## src/sv/lzfd_pkg.sv

```systemverilog
// Shared types and constants for the flagged-byte LZ decompressor.
package lzfd_pkg;

  // Longest copy run and the width of a run count (1..8).
  localparam int MAX_COPY_LENGTH = 8;
  localparam int CNT_W           = 4;
  // Copy distances run from 1 to 4096.
  localparam int DIST_W          = 13;
  // Length of the copy given by a one-byte token.
  localparam logic [CNT_W-1:0] SHORT_COPY_LEN = 4'd2;
  // Depth of the command queue between parser and executor.
  localparam int QUEUE_DEPTH     = 4;
  localparam int QPTR_W          = 2;

  // One command from the parser: a literal, or a copy run already cut
  // to the declared output size.
  typedef struct packed {
    logic              restart;   // first command of a new stream
    logic              lit;       // literal byte, no history read
    logic [7:0]        lit_byte;
    logic [CNT_W-1:0]  count;     // bytes to emit, 1..8
    logic [DIST_W-1:0] copy_dist; // copy distance, 1..4096
    logic              ends;      // last byte reaches the declared size
  } cmd_t;

endpackage

```

## src/sv/lzfd_queue.sv

```systemverilog
// Small command queue between the parser and the executor.
module lzfd_queue (
  input  logic           clk,
  input  logic           rst,
  input  logic           push,
  input  lzfd_pkg::cmd_t push_cmd,
  output logic           space,
  input  logic           pop,
  output logic           head_valid,
  output lzfd_pkg::cmd_t head_cmd
);
  import lzfd_pkg::*;

  cmd_t              slots [QUEUE_DEPTH];
  logic [QPTR_W-1:0] wr_ptr;
  logic [QPTR_W-1:0] rd_ptr;
  logic [QPTR_W:0]   fill;
  logic              do_push;
  logic              do_pop;

  assign space      = fill != (QPTR_W+1)'(QUEUE_DEPTH);
  assign head_valid = fill != '0;
  assign head_cmd   = slots[rd_ptr];
  assign do_push    = push && space;
  assign do_pop     = pop && head_valid;

  // Entry storage.
  always_ff @(posedge clk) begin
    if (do_push) begin
      slots[wr_ptr] <= push_cmd;
    end
  end

  // Pointers and fill level.
  always_ff @(posedge clk) begin
    if (rst) begin
      wr_ptr <= '0;
      rd_ptr <= '0;
      fill   <= '0;
    end else begin
      if (do_push) begin
        wr_ptr <= wr_ptr + QPTR_W'(1);
      end
      if (do_pop) begin
        rd_ptr <= rd_ptr + QPTR_W'(1);
      end
      if (do_push && !do_pop) begin
        fill <= fill + (QPTR_W+1)'(1);
      end else if (do_pop && !do_push) begin
        fill <= fill - (QPTR_W+1)'(1);
      end
    end
  end

endmodule

```

## config.mk

```make
export PLATFORM = sky130hd
export DESIGN_NAME = lzfd_queue
export DESIGN_NICKNAME = d
export VERILOG_FILES = /design/src/sv/lzfd_pkg.sv /design/src/sv/lzfd_queue.sv
export SDC_FILE = /design/constraint.sdc
export NUM_CORES = 1
export LEC_CHECK = 0
export ABC_AREA = 1
export BUFFER_PORTS_ARGS = -buffer_cell sky130_fd_sc_hd__buf_2
export CORE_ASPECT_RATIO = 1.2
export CORE_MARGIN = 3
export CORE_UTILIZATION = 42
export CTS_CLUSTER_SIZE = 30
export DETAILED_ROUTE_END_ITERATION = 8
export HOLD_SLACK_MARGIN = 0.1
export SYNTH_ARGS = -nofsm -noshare
export SYNTH_HDL_FRONTEND = slang
export SYNTH_SLANG_ARGS = --single-unit
```

## constraint.sdc

```tcl
create_clock -name clk -period 5.6 [get_ports clk]
set_input_delay 0.84 -clock clk [delete_from_list [all_inputs] [get_ports clk]]
set_output_delay 0.84 -clock clk [all_outputs]
set_load 0.01 [all_outputs]
```

==> impl_metrics.tcl <==
set metrics [dict create \
    drive_above_1_share_pct 22.89 \
    count_of_mapped_cells_out_of_synthesis 339 \
    worst_pin_slew_ns 1.045 \
    critical_path.max_fanout 29 \
    via_count 2798 \
    setup_tns_ns 0 \
    slew-limit-headroom_pct 30.23 \
    drv_slew 0 \
    worst_path_dominant_cell_family "buffers and inverters" \
    fin_worst_skew_ns 0.01171 \
    synthesis.area_um2 4633 \
    grt_first_pass_wirelength_mm 14.01 \
    cts.htree.levels 4 \
    total_switching_power_mw 0.7762 \
    crit_chain "clkinv_1, o21ai_0, o22ai_1, buf_2" \
    internal_power_mw 1.970 \
    post_cts_resized 0 \
    vdd.ir_drop.worst_v 0.0002433 \
    period_minus_slack_ns 3.933 \
    num_antenna_cells 0 \
    crit_arrival_ns 3.09 \
    worst_skew_pair.late_latency_ns 0.41 \
    io_buffers 61 \
    drv_cap 0 \
    power.sequential.fraction_pct 43.1 \
    hold_path_startpoint "rd_ptr[0]$_SDFFE_PP0P_" \
    max_buffers_root_to_sink 2 \
    fin_nets 440 \
    worstHoldPathType "flop to flop" \
    r2r-start "fill[1]$_SDFFE_PP0P_" \
    post-layout-total-power_mw 2.746 \
    dieHeight_um 121.1 \
    critical_path.max_stage_delay_ns 1.06 \
    rsz0062_at_grt "false" \
    num_rows 41 \
    detailedPlacementHpwl_mm 4.991 \
    share_clk_of_total_power_pct 37.4 \
    drt-wirelength-per-cell_um 16.43 \
    path_clk_slew_ns 0.05 \
    worst_setup_path_end_kind "output pin" \
    postRouteWirelength_mm 8.940 \
    rr_worst_depth 9 \
    cp_bufs_invs 2 \
    critical_path.slowest_cell "sky130_fd_sc_hd__clkinv_1" \
    postSynthRegisterBits 121 \
    clk_root_buffer_cell "sky130_fd_sc_hd__clkbuf_16" \
    yosys_warnings 0 \
    cts_setup_buffers 0 \
    vias_in_the_first_global_route 2823 \
    hold_fix_buffer_count_after_cts 0 \
    grt_max_degree 58 \
    ant_nets 0 \
    register_to_register_path_setup_slack_ns 3.41 \
    postSynthNetCount 377 \
    setup_viol 0 \
    switching_share_pct 28.27 \
    worstHoldPathCells 2 \
    seq_total_area_yosys_pct 76.48 \
    placer_congestion_estimate 0.7169 \
    clock_sinks 121 \
    fillers 912 \
    area_added_between_synthesis_and_finish_pct 20.52 \
    grt_util_all_layers_pct 15.38 \
    crit_required_ns 4.76 \
    leakage_nw 2.022 \
    num_io_pins 62 \
    p_comb_share_pct 19.6 \
    outcome "completed" \
    worstSetupStartpointType "flop" \
    final_min_period_over_clock_period_pct 70.24 \
    viasPerCell 5.143 \
    post_synth_num_cell_types 20 \
    avgSynthCellArea_um2 13.67 \
    number_of_antenna_violations_at_the_first_check_in_global_routing 0 \
    power.density_cell_area_nw_per_um2 491.7 \
    critical_path.reg2reg.endpoint "fill[1]$_SDFFE_PP0P_" \
    die_width_um 101.9 \
    cts_bufs_inserted 17 \
    globalRouteOverflowTotal 0 \
    coreArea_um2 10620 \
    initial_core_util_pct 43.63 \
    drc 0 \
    placement.cell_area_um2 5015 \
    finalHoldViolCount 0 \
    detailedRoute.firstPassIterationCount 7 \
    die-area_um2 12330 \
    tritoncts_clock_tree "done" \
    max_clock_freq_mhz 254.2 \
    worst-setup-path-type "flop to output pin" \
    final_design_area_no_fill_um2 5584 \
    drt_first_iter_violations 167 \
]
==> synthesized netlist by cell type, drive strengths merged <==
cell type / n / share of area, %
edfxtp: 112 / 73
nor2: 70 / 5.7
o21ai: 57 / 6.2
o22ai: 28 / 3.8
inv: 15 / 1.2
nand2: 15 / 1.2
buf: 10 / 1.9
dfxtp: 9 / 3.9
clkbuf: 7 / 0.57
ha: 5 / 1.4
nand3: 4 / 0.43
a21oi: 3 / 0.32
clkinv: 1 / 0.081
fa: 1 / 0.43
nand3b: 1 / 0.16
xor2: 1 / 0.19
==> sequential cells by signal (all words and copies together) (netlist names), named ones only <==
name / count
fill: 3
slots: 112
rd_ptr: 2
wr_ptr: 2
==> cell families after synthesis <==
group | Yosys count | share of synthesized area [%]
AO/OA/AOI/OAI | 88 | 10.26
XOR/XNOR | 1 | 0.1891
adder cells (fa/ha/maj) | 6 | 1.782
buffers and inverters | 33 | 3.808
flip-flops | 121 | 76.48
AND/OR/NAND/NOR | 90 | 7.480
==> cells in the final DEF, fill, tap and decap left out <==
| cell | n |
|---|---|
| sky130_fd_sc_hd__clkinv_2 | 5 |
| sky130_fd_sc_hd__nor2_1 | 66 |
| sky130_fd_sc_hd__clkbuf_1 | 4 |
| sky130_fd_sc_hd__nand3_1 | 4 |
| sky130_fd_sc_hd__dfxtp_1 | 8 |
| sky130_fd_sc_hd__dfxtp_2 | 1 |
| sky130_fd_sc_hd__clkinv_1 | 1 |
| sky130_fd_sc_hd__nand2_1 | 15 |
| sky130_fd_sc_hd__nand3b_1 | 1 |
| sky130_fd_sc_hd__buf_2 | 61 |
| sky130_fd_sc_hd__nor2_4 | 4 |
| sky130_fd_sc_hd__fa_1 | 1 |
| sky130_fd_sc_hd__inv_1 | 14 |
| sky130_fd_sc_hd__bufinv_16 | 2 |
| sky130_fd_sc_hd__o22ai_1 | 28 |
| sky130_fd_sc_hd__clkbuf_8 | 2 |
| sky130_fd_sc_hd__clkbuf_16 | 17 |
| sky130_fd_sc_hd__inv_2 | 1 |
| sky130_fd_sc_hd__clkinv_4 | 1 |
| sky130_fd_sc_hd__clkinvlp_4 | 1 |
| sky130_fd_sc_hd__edfxtp_1 | 112 |
| sky130_fd_sc_hd__ha_1 | 5 |
| sky130_fd_sc_hd__a21oi_1 | 3 |
| sky130_fd_sc_hd__xor2_1 | 1 |
| sky130_fd_sc_hd__o21ai_1 | 15 |
| sky130_fd_sc_hd__o21ai_0 | 42 |
==> power by group through the flow <==
| stage | sequential, mW | combinational, mW | clock, mW |
|---|---|---|---|
| 2_1_floorplan | 1.15 | 0.399 | 0 |
| 3_3_place_gp | 1.20 | 0.541 | 0 |
| 3_5_place_dp | 1.20 | 0.551 | 0 |
| 4_1_cts | 1.18 | 0.553 | 1.04 |
| 5_1_grt | 1.20 | 0.608 | 1.09 |
| 6_report | 1.18 | 0.537 | 1.03 |
==> metal layers <==
metal | share of wire [%] | GRT usage, %
met1 | 44 | 19.26
met4 | 0.51 | 6.809
met5 | 0 | 0
met2 | 51 | 24.22
met3 | 5.0 | 5.175
==> stage by stage <==
step | hold slack [ns] | setup slack, ns | std cells | utilization (%)
detailed placement | 0.4974 | 2.013 | 512 | 47.23
global placement | 0.4854 | 2.042 | 512 | 47.23
global route | 0.5445 | 1.374 | 544 | 52.59
finish | 0.5062 | 1.667 | 544 | 52.59
CTS | 0.5080 | 1.551 | 544 | 52.59
floorplan | 0.4594 | 3.042 | 339 | -
==> area by class of cell <==
| cell class | instances | area (um^2) | share of cell area [%] |
|---|---|---|---|
| timing repair buffer | 61 | 305.3 | 5.467 |
| clock inverter | 9 | 101.3 | 1.815 |
| clock buffer | 23 | 467.9 | 8.380 |
| sequential | 121 | 3545 | 63.48 |
| inverter | 16 | 60.06 | 1.076 |
| tap | 129 | 161.4 | 2.890 |
| multi-input combinational | 185 | 943.4 | 16.89 |
==> how the worst max path moves through the flow <==
stage               startpoint  cells after the start               endpoint  slack (ns)
floorplan                 push                      2  slots[0][0]$_DFFE_PP_        3.04
global placement          flop                      4           head_cmd[26]        2.04
detailed placement        flop                      4           head_cmd[17]        2.01
CTS                       flop                      4           head_cmd[15]        1.55
global route              flop                      4            head_cmd[8]        1.37
finish                    flop                      4           head_cmd[15]        1.67
==> worst reg2reg max path, stage by stage (launching register included) <==
cell and delay, ns:
sky130_fd_sc_hd__dfxtp_1 0.33, sky130_fd_sc_hd__nor2_1 0.16, sky130_fd_sc_hd__nand2_1 0.12, sky130_fd_sc_hd__nand2_1 0.32, sky130_fd_sc_hd__inv_1 0.15, sky130_fd_sc_hd__ha_1 0.24
sky130_fd_sc_hd__inv_1 0.09, sky130_fd_sc_hd__fa_1 0.42, sky130_fd_sc_hd__o21ai_0 0.19, sky130_fd_sc_hd__nor2_1 0.06
No activity file was read; power rests on OpenSTA's default activity.
