$ cat src/sv/lzfd_pkg.sv
// Shared types and constants for the flagged-byte LZ decompressor.
package lzfd_pkg;

  // Longest copy run and the width of a run count (1..8).
  localparam int MAX_COPY_LENGTH = 8;
  localparam int CNT_W           = 4;
  // Copy distances run from 1 to 4096.
  localparam int DIST_W          = 13;
  // Length of the copy given by a one-byte token.
  localparam logic [CNT_W-1:0] SHORT_COPY_LEN = 4'd2;
  // Depth of the command queue between parser and executor.
  localparam int QUEUE_DEPTH     = 4;
  localparam int QPTR_W          = 2;

  // One command from the parser: a literal, or a copy run already cut
  // to the declared output size.
  typedef struct packed {
    logic              restart;   // first command of a new stream
    logic              lit;       // literal byte, no history read
    logic [7:0]        lit_byte;
    logic [CNT_W-1:0]  count;     // bytes to emit, 1..8
    logic [DIST_W-1:0] copy_dist; // copy distance, 1..4096
    logic              ends;      // last byte reaches the declared size
  } cmd_t;

endpackage

$ cat src/sv/lzfd_front.sv
// Parser: takes compressed beats and turns them into emit commands.
module lzfd_front (
  input  logic          clk,
  input  logic          rst,
  input  logic          in_valid,
  output logic          in_ready,
  input  logic          start_of_stream,
  input  logic [7:0]    in_byte,
  output logic          cmd_push,
  output lzfd_pkg::cmd_t cmd,
  input  logic          cmd_space
);
  import lzfd_pkg::*;

  typedef enum logic [2:0] {
    PH_HEADER,
    PH_FLAG,
    PH_TOKEN,
    PH_TOKEN2,
    PH_DONE
  } phase_t;

  phase_t      phase, phase_next;
  logic [1:0]  hidx, hidx_next;
  logic [31:0] target, target_next;
  logic [31:0] prod, prod_next;
  logic [8:0]  flags, flags_next;
  logic [6:0]  high, high_next;
  logic        restart_pend;

  phase_t      eff_phase;
  logic [1:0]  eff_hidx;
  logic [31:0] eff_target;
  logic [31:0] eff_prod;
  logic [31:0] rem;
  logic [CNT_W-1:0] len_sel;
  logic [DIST_W-1:0] dist_sel;
  logic        hits;
  logic        is_lit;
  logic        emit_run;
  logic        accept;

  assign in_ready = cmd_space;
  assign accept   = in_valid && in_ready;

  // A start marker clears the parser before this beat is decoded.
  always_comb begin
    eff_phase  = start_of_stream ? PH_HEADER : phase;
    eff_hidx   = start_of_stream ? 2'd0 : hidx;
    eff_target = start_of_stream ? 32'd0 : target;
    eff_prod   = start_of_stream ? 32'd0 : prod;
  end

  // Bytes left to the declared size, and whether this run reaches it.
  assign rem  = eff_target - eff_prod;
  assign hits = 32'(len_sel) >= rem;

  // Decode the beat by parse phase.
  always_comb begin
    phase_next  = eff_phase;
    hidx_next   = eff_hidx;
    target_next = eff_target;
    prod_next   = eff_prod;
    flags_next  = flags;
    high_next   = high;
    len_sel     = CNT_W'(1);
    dist_sel    = DIST_W'(1);
    is_lit      = 1'b0;
    emit_run    = 1'b0;
    case (eff_phase)
      PH_HEADER: begin
        target_next[{eff_hidx, 3'b000} +: 8] = in_byte;
        hidx_next = eff_hidx + 2'd1;
        if (eff_hidx == 2'd3) begin
          phase_next = (target_next == 32'd0) ? PH_DONE : PH_FLAG;
        end
      end
      PH_FLAG: begin
        flags_next = {in_byte, 1'b1};
        phase_next = PH_TOKEN;
      end
      PH_TOKEN: begin
        if (!flags[8]) begin
          is_lit   = 1'b1;
          emit_run = 1'b1;
        end else if (in_byte[7]) begin
          high_next  = in_byte[6:0];
          phase_next = PH_TOKEN2;
        end else begin
          len_sel  = SHORT_COPY_LEN;
          dist_sel = DIST_W'(in_byte[6:0]) + DIST_W'(1);
          emit_run = 1'b1;
        end
      end
      PH_TOKEN2: begin
        len_sel  = CNT_W'(high[6:4]) + CNT_W'(1);
        dist_sel = DIST_W'({high[3:0], in_byte}) + DIST_W'(1);
        emit_run = 1'b1;
      end
      default: begin
      end
    endcase

    // Finished token: advance the flag bits and pick the next phase.
    if (emit_run) begin
      prod_next  = eff_prod + (hits ? 32'(rem[CNT_W-1:0]) : 32'(len_sel));
      flags_next = {flags[7:0], 1'b0};
      if (hits) begin
        phase_next = PH_DONE;
      end else if (flags_next[7:0] == 8'd0) begin
        phase_next = PH_FLAG;
      end else begin
        phase_next = PH_TOKEN;
      end
    end
  end

  // Command toward the executor.
  always_comb begin
    cmd_push      = accept && emit_run;
    cmd.restart   = restart_pend || start_of_stream;
    cmd.lit       = is_lit;
    cmd.lit_byte  = in_byte;
    cmd.count     = hits ? rem[CNT_W-1:0] : len_sel;
    cmd.copy_dist = dist_sel;
    cmd.ends      = hits;
  end

  // Parser state.
  always_ff @(posedge clk) begin
    if (rst) begin
      phase        <= PH_HEADER;
      hidx         <= 2'd0;
      target       <= 32'd0;
      prod         <= 32'd0;
      flags        <= 9'd0;
      high         <= 7'd0;
      restart_pend <= 1'b1;
    end else if (accept) begin
      phase  <= phase_next;
      hidx   <= hidx_next;
      target <= target_next;
      prod   <= prod_next;
      flags  <= flags_next;
      high   <= high_next;
      if (start_of_stream) begin
        restart_pend <= 1'b1;
      end else if (emit_run) begin
        restart_pend <= 1'b0;
      end
    end
  end

endmodule

$ cat config.mk
export PLATFORM = sky130hd
export DESIGN_NAME = lzfd_front
export DESIGN_NICKNAME = d
export VERILOG_FILES = /design/src/sv/lzfd_pkg.sv /design/src/sv/lzfd_front.sv
export SDC_FILE = /design/constraint.sdc
export NUM_CORES = 1
export LEC_CHECK = 0
export BUFFER_PORTS_ARGS = -buffer_cell sky130_fd_sc_hd__buf_2
export CORE_MARGIN = 10
export CORE_UTILIZATION = 35
export DETAILED_ROUTE_END_ITERATION = 8
export PLACE_DENSITY_LB_ADDON = 0.3
export SETUP_SLACK_MARGIN = 0.1
export SLEW_MARGIN = 20
export SYNTH_ARGS = -nofsm -noshare
export SYNTH_HDL_FRONTEND = slang
export SYNTH_SLANG_ARGS = --single-unit
export TNS_END_PERCENT = 10
$ cat constraint.sdc
create_clock -name clk -period 17.2 [get_ports clk]
set_input_delay 5.16 -clock clk [delete_from_list [all_inputs] [get_ports clk]]
set_output_delay 5.16 -clock clk [all_outputs]
set_load 0.01 [all_outputs]
==> results.yml, run 1 <==
timing:
  period_needed_ps: 15160
  setup_violations: 0
  slew_headroom_pct: 37.87
  hold_slack_ps: 472.0
  worst_slew_pin_slew_ps: 931.9
  rsz0062_at_grt: "no"
  fmax_mhz: 65.97
  fin_ws_ps: 2042
  fin_crit_sh_pct: 88.13
  hold_viol_final: 0
  report.final.slew_viol_count: 0
  skew_ps: 16.88
  fin_tns_setup_ps: 0
floorplan:
  start_util_pct: 35.75
  die_x_um: 166.8
  core_um2: 21090
  ios: 43
  rows: 53
  dieArea_um2: 27810
  die_h_um: 166.8
logic_synthesis:
  synth_warnings: 0
  synth_edf_count: 0
  ys_ff_latch: 86
  synth_area_per_cell_um2: 7.236
  synthesis.area_um2: 7540
  synth_cell_types: 79
  yosys_most_used_dff: "dfxtp_1"
  syn-instance-count: 1042
  synth_sequential_area_ratio_pct: 22.83
  syn-num-nets: 1102
  async_reset_ff_share_pct: 0
finish:
  layout-drive-gt1-share_pct: 8.470
  final_nets: 1094
  num_antenna_cells: 0
  final_core_util_pct: 38.57
  area_growth_pct: 7.866
detailed_routing:
  dr.pass1.iters: 5
  dr_total_vias: 7525
  vias_per_cell: 5.727
  first_iter_violations: 539
  drtAntennaViolNets: 0
  drc: 0
  wl_um: 24140
  wl_per_cell_um: 18.37
placed_design:
  dp_hpwl_um: 18450
  io_buffers: 42
  gp_congestion: 0.9844
  dp_slack_ps: 2055
cts:
  clk_latency_ps: 370
  post_cts_buffers: 0
  postCtsResizedCells: 0
  cts-root-buf: "clkbuf_16"
  cts.sinks: 86
  clk_pin_slew_ps: 70
  htreeDepth: 3
  clock_tree.buffer_depth: 2
  holdBufCountCts: 0
  numCtsBuffers: 9
  tritoncts: "yes"
setup_path:
  start_kind: "input pin"
  cp_max_fo: 40
  worstPathRequired_ps: 12040
  path_class: "in2out"
  end_kind: "output pin"
  arrival_ps: 10000
grt:
  grt_overflow: 0
  grt.busiest_layer: "met2"
  grt_pass1_wl_um: 38830
  grt_util_met3_pct: 3.248
  track_usage_pct: 16.69
  gr-usage-met1_pct: 21.85
  use_met2_pct: 26.13
  grt_max_degree: 89
  grt_pass1_vias: 7320
  antenna_found_initial: 0
job:
  max_cap_viol_count: 0
min_path:
  hp-class: "reg2reg"
run_status:
  outcome: "complete, no violations"
power_and_ir_drop:
  finalPower_mw: 0.4829
  p_leak_nw: 3.294
  power_density_nw_per_um2: 59.38
  peakVddDrop_mv: 0.04324
==> logic make-up (layout without fill, tap and decap cells) <==
group | Yosys count | in the layout | synth area share (%)
and+or+nand+nor | 485 | 485 | 31.02
AOI/OAI and AO/OA | 247 | 247 | 22.39
buffers and inverters | 95 | 92 | 5.476
DFF | 86 | 86 | 22.83
xor gates and xnor gates | 64 | 64 | 7.733
adders and majority gates | 47 | 47 | 7.999
muxes | 18 | 18 | 2.556
==> worst paths after layout <==
| check | start | end | slack, ps | cells past startpoint |
|---|---|---|---|---|
| max | start_of_stream | cmd[15] | 2040 | 19 |
| min | hidx[1]$_SDFFE_PP0P_ | hidx[1]$_SDFFE_PP0P_ | 470 | 2 |
| max reg2reg | target[1]$_SDFFE_PP0P_ | prod[26]$_SDFFE_PP0P_ | 10710 | 27 |
| min reg2reg | hidx[1]$_SDFFE_PP0P_ | hidx[1]$_SDFFE_PP0P_ | 470 | 2 |
==> power by group <==
part	switching, mW	leakage [nW]	internal, mW
registers	0.00132	0.694	0.200
clock network	0.0990	0.149	0.103
logic	0.0500	2.45	0.0289
==> critical path, stage by stage <==
cell and delay [ps]:
buf_2 610, inv_2 530, nand2_1 230, inv_1 120
fa_1 430, xnor2_1 240, inv_1 80, ha_1 280
o21a_1 110, nor2_1 50, a211oi_1 170, nand3_1 100
nor4_1 160, nand4_1 110, or4_1 540, nor4_2 280
nand4b_4 250, mux2_4 380, buf_2 140
==> metal layers <==
metal	wire (µm)	part of all wire (%)
met5	0	0
met4	835	3.5
met3	1247	5.2
met2	10690	44
met1	11380	47
==> per-stage QoR <==
step	cell area (µm²)	instances
2_1_floorplan	7540	1042
3_3_place_gp	7828	1298
3_5_place_dp	7828	1298
4_1_cts	8129	1314
5_1_grt	8133	1314
6_report	8133	1314
==> Yosys cell counts, types with 13 or more instances <==
library cell	number	area (µm²)
ha_1	45	563.0
nor3_1	24	120.1
dfxtp_1	86	1722
xnor2_1	37	324.1
nor2_1	164	615.6
and3_1	18	112.6
a21oi_1	47	235.2
nor2b_1	35	219.0
a22oi_1	36	270.3
nand3_1	35	175.2
xor2_1	24	210.2
nand2_1	125	469.2
nor4_1	23	143.9
inv_1	28	105.1
a21o_1	17	127.6
o21ai_1	13	65.06
clkbuf_1	43	161.4
mux2i_1	14	140.1
o21ai_0	33	165.2
==> cells in the final DEF, fill, tap and decap left out, types with 6 or more instances in the layout <==
master     synthesis  layout
inv_1             28      28
a22oi_1           36      36
o22ai_1            6       6
o21a_1             8       8
nand2b_1          12      12
clkbuf_16          0       9
a31oi_1            7       7
nand4_1            9       9
buf_2              9      42
nand3_1           35      35
a211oi_1          12      12
nor3_1            24      24
or3_1              6       6
dfxtp_1           86      86
nand2_1          125     125
a21oi_1           47      46
mux2i_1           14      14
nor2b_1           35      35
o211ai_1           8       8
nor4_1            23      23
xor2_1            24      24
o21ai_1           13      14
nor2_1           164     164
and3_1            18      18
a311oi_1           9       9
a21o_1            17      17
ha_1              45      45
o21ai_0           33      32
xnor2_1           37      37
==> final cells by class <==
cell class	count	area [µm²]
flip-flops and latches	86	1722
clock buffers	9	225.2
well taps	275	344.1
clock inverters	7	76.32
inverters	29	108.9
fillers	2226	12950
multi-input cells	861	5409
repair buffers	47	247.7
==> flip-flops by register name, indices dropped and copies added (netlist names) <==
register	cells
prod	32
flags	9
phase	3
restart_pend	1
target	32
high	7
hidx	2
Power figures use the tool's default switching activity.
==> run 2, diff against run 1 <==
--- a/config.mk
+++ b/config.mk
@@ -6,6 +6,8 @@
 export NUM_CORES = 1
 export LEC_CHECK = 0
 export BUFFER_PORTS_ARGS = -buffer_cell sky130_fd_sc_hd__buf_2
+export CELL_PAD_IN_SITES_DETAIL_PLACEMENT = 0
+export CELL_PAD_IN_SITES_GLOBAL_PLACEMENT = 2
 export CORE_MARGIN = 10
 export CORE_UTILIZATION = 35
 export DETAILED_ROUTE_END_ITERATION = 8
==> results.yml, run 2 (synthesis gave the netlist of run 1 again) <==
run_status:
  outcome: "complete, no violations"
grt:
  grt_pass1_wl_um: 40680
  grt_max_degree: 89
  track_usage_pct: 17.91
  grt_pass1_vias: 7174
  antenna_found_initial: 0
  grt_overflow: 0
floorplan:
  ios: 43
  die_x_um: 166.8
  core_um2: 21090
  rows: 53
  die_h_um: 166.8
  start_util_pct: 35.75
  dieArea_um2: 27810
detailed_routing:
  dr_total_vias: 7446
  drtAntennaViolNets: 0
  first_iter_violations: 687
  wl_um: 25790
  drc: 0
  wl_per_cell_um: 19.61
  dr.pass1.iters: 5
  vias_per_cell: 5.662
setup_path:
  end_kind: "output pin"
  r2r_setup_slack_ps: 10260
  cpPeakStageDelay_ps: 610
  start_kind: "input pin"
  cp_max_fo: 40
  arrival_ps: 9800
  slowest_stage: "inv_2"
  cp_cell_sequence: "buf_2 -> inv_2 -> nand2_1 -> ha_1 -> a21oi_1 -> o21ai_0 -> xnor2_1 -> ha_1 -> o21a_1 -> nor2_1 -> a211oi_1 -> nand3_1 -> nor4_1 -> nand4_1 -> or4_1 -> nor4_2 -> nand4b_4 -> mux2_4 -> buf_2"
  worstPathRequired_ps: 12040
  path_class: "in2out"
cts:
  htreeDepth: 3
  postCtsResizedCells: 0
  post_cts_buffers: 0
  clk_latency_ps: 350
  numCtsBuffers: 9
  clock_tree.buffer_depth: 2
  clk_pin_slew_ps: 70
  cts.sinks: 86
  holdBufCountCts: 0
  tritoncts: "yes"
  cts-root-buf: "clkbuf_16"
finish:
  final_nets: 1095
  fill_cells: 2271
  design_area_um2: 8117
  area_growth_pct: 7.650
  final_common_cell: "nor2_1"
  num_antenna_cells: 0
  multi_input_area_um2: 5409
  final_cell_mix: "nor2_1 (164), nand2_1 (125), dfxtp_1 (86)"
  layout-drive-gt1-share_pct: 8.558
  layoutNonFillerInstCount: 1315
  regArea_um2: 1722
  top_regs: "prod: 32 flops, target: 32 flops, flags: 9 flops"
timing:
  fmax_mhz: 66.83
  slew_headroom_pct: 34.44
  fin_crit_sh_pct: 87.00
  period_needed_ps: 14960
  fin_tns_setup_ps: 0
  report.final.slew_viol_count: 0
  skew_ps: 15.72
  hold_viol_final: 0
  rsz0062_at_grt: "no"
  setup_violations: 0
  worst_slew_pin_slew_ps: 958.6
job:
  max_cap_viol_count: 0
placed_design:
  dp_hpwl_um: 19670
  dpl.cell_count: 1299
  gp_congestion: 0.8955
  place_area_um2: 7835
  io_buffers: 42
power_and_ir_drop:
  p_leak_nw: 3.293
  peakVddDrop_mv: 0.04843
  power_density_nw_per_um2: 57.94
min_path:
  hp-class: "reg2reg"
==> run 2: cell types whose count changed in the layout (fill, tap and decap cells not counted), sizes merged <==
cell  previous run  this run
buf             47        48
==> run 2: metal layers <==
| metal | GRT usage [%] | vias to the layer above | part of all wire (%) |
|---|---|---|---|
| li1 | - | 3709 | - |
| met1 | 25.15 | 3524 | 49 |
| met2 | 27.64 | 187 | 44 |
| met3 | 2.518 | 26 | 5.0 |
| met4 | 5.269 | 0 | 2.2 |
| met5 | 0 | - | 0 |
==> run 2: final timing paths <==
| kind | startpoint | endpoint | depth (start not counted) |
|---|---|---|---|
| worst min-delay path | hidx[1]$_SDFFE_PP0P_ | hidx[1]$_SDFFE_PP0P_ | 2 |
| worst max-delay path | start_of_stream | cmd[15] | 19 |
| worst max register to register | prod[0]$_SDFFE_PP0P_ | prod[26]$_SDFFE_PP0P_ | 24 |
| worst min register to register | hidx[1]$_SDFFE_PP0P_ | hidx[1]$_SDFFE_PP0P_ | 2 |
==> run 2: critical path: cells and delay by family <==
kind | cells | cell delay, ps
muxes | 1 | 390
and+or+nand+nor | 8 | 1790
xor gates and xnor gates | 1 | 160
adders and majority gates | 2 | 660
AOI/OAI and AO/OA | 4 | 670
buffers and inverters | 3 | 970
==> run 2: layout make-up <==
type	count	share of cell area (%)
Tap cell	275	4.239
Sequential cell	86	21.21
Timing Repair Buffer	48	3.145
Multi-Input combinational cell	861	66.64
Inverter	29	1.341
Clock inverter	7	0.6474
Clock buffer	9	2.775
==> run 2: power by group <==
group          total [mW]  internal [mW]  leakage (nW)  switching (mW)
registers           0.202          0.200         0.694         0.00125
clock network       0.189         0.0998         0.142          0.0893
logic              0.0796         0.0290          2.46          0.0506
total               0.470          0.329          3.29           0.141
==> run 2: stage by stage <==
step	hold slack [ps]	util, %	setup slack, ps	power [mW]
3_5_place_dp	451.0	37.15	2218	0.2857
4_1_cts	461.1	38.47	2197	0.4759
6_report	457.8	38.49	2236	0.4703
3_3_place_gp	444.5	37.15	2312	0.2862
5_1_grt	485.9	38.49	1754	0.4912
2_1_floorplan	436.4	-	2070	0.2666
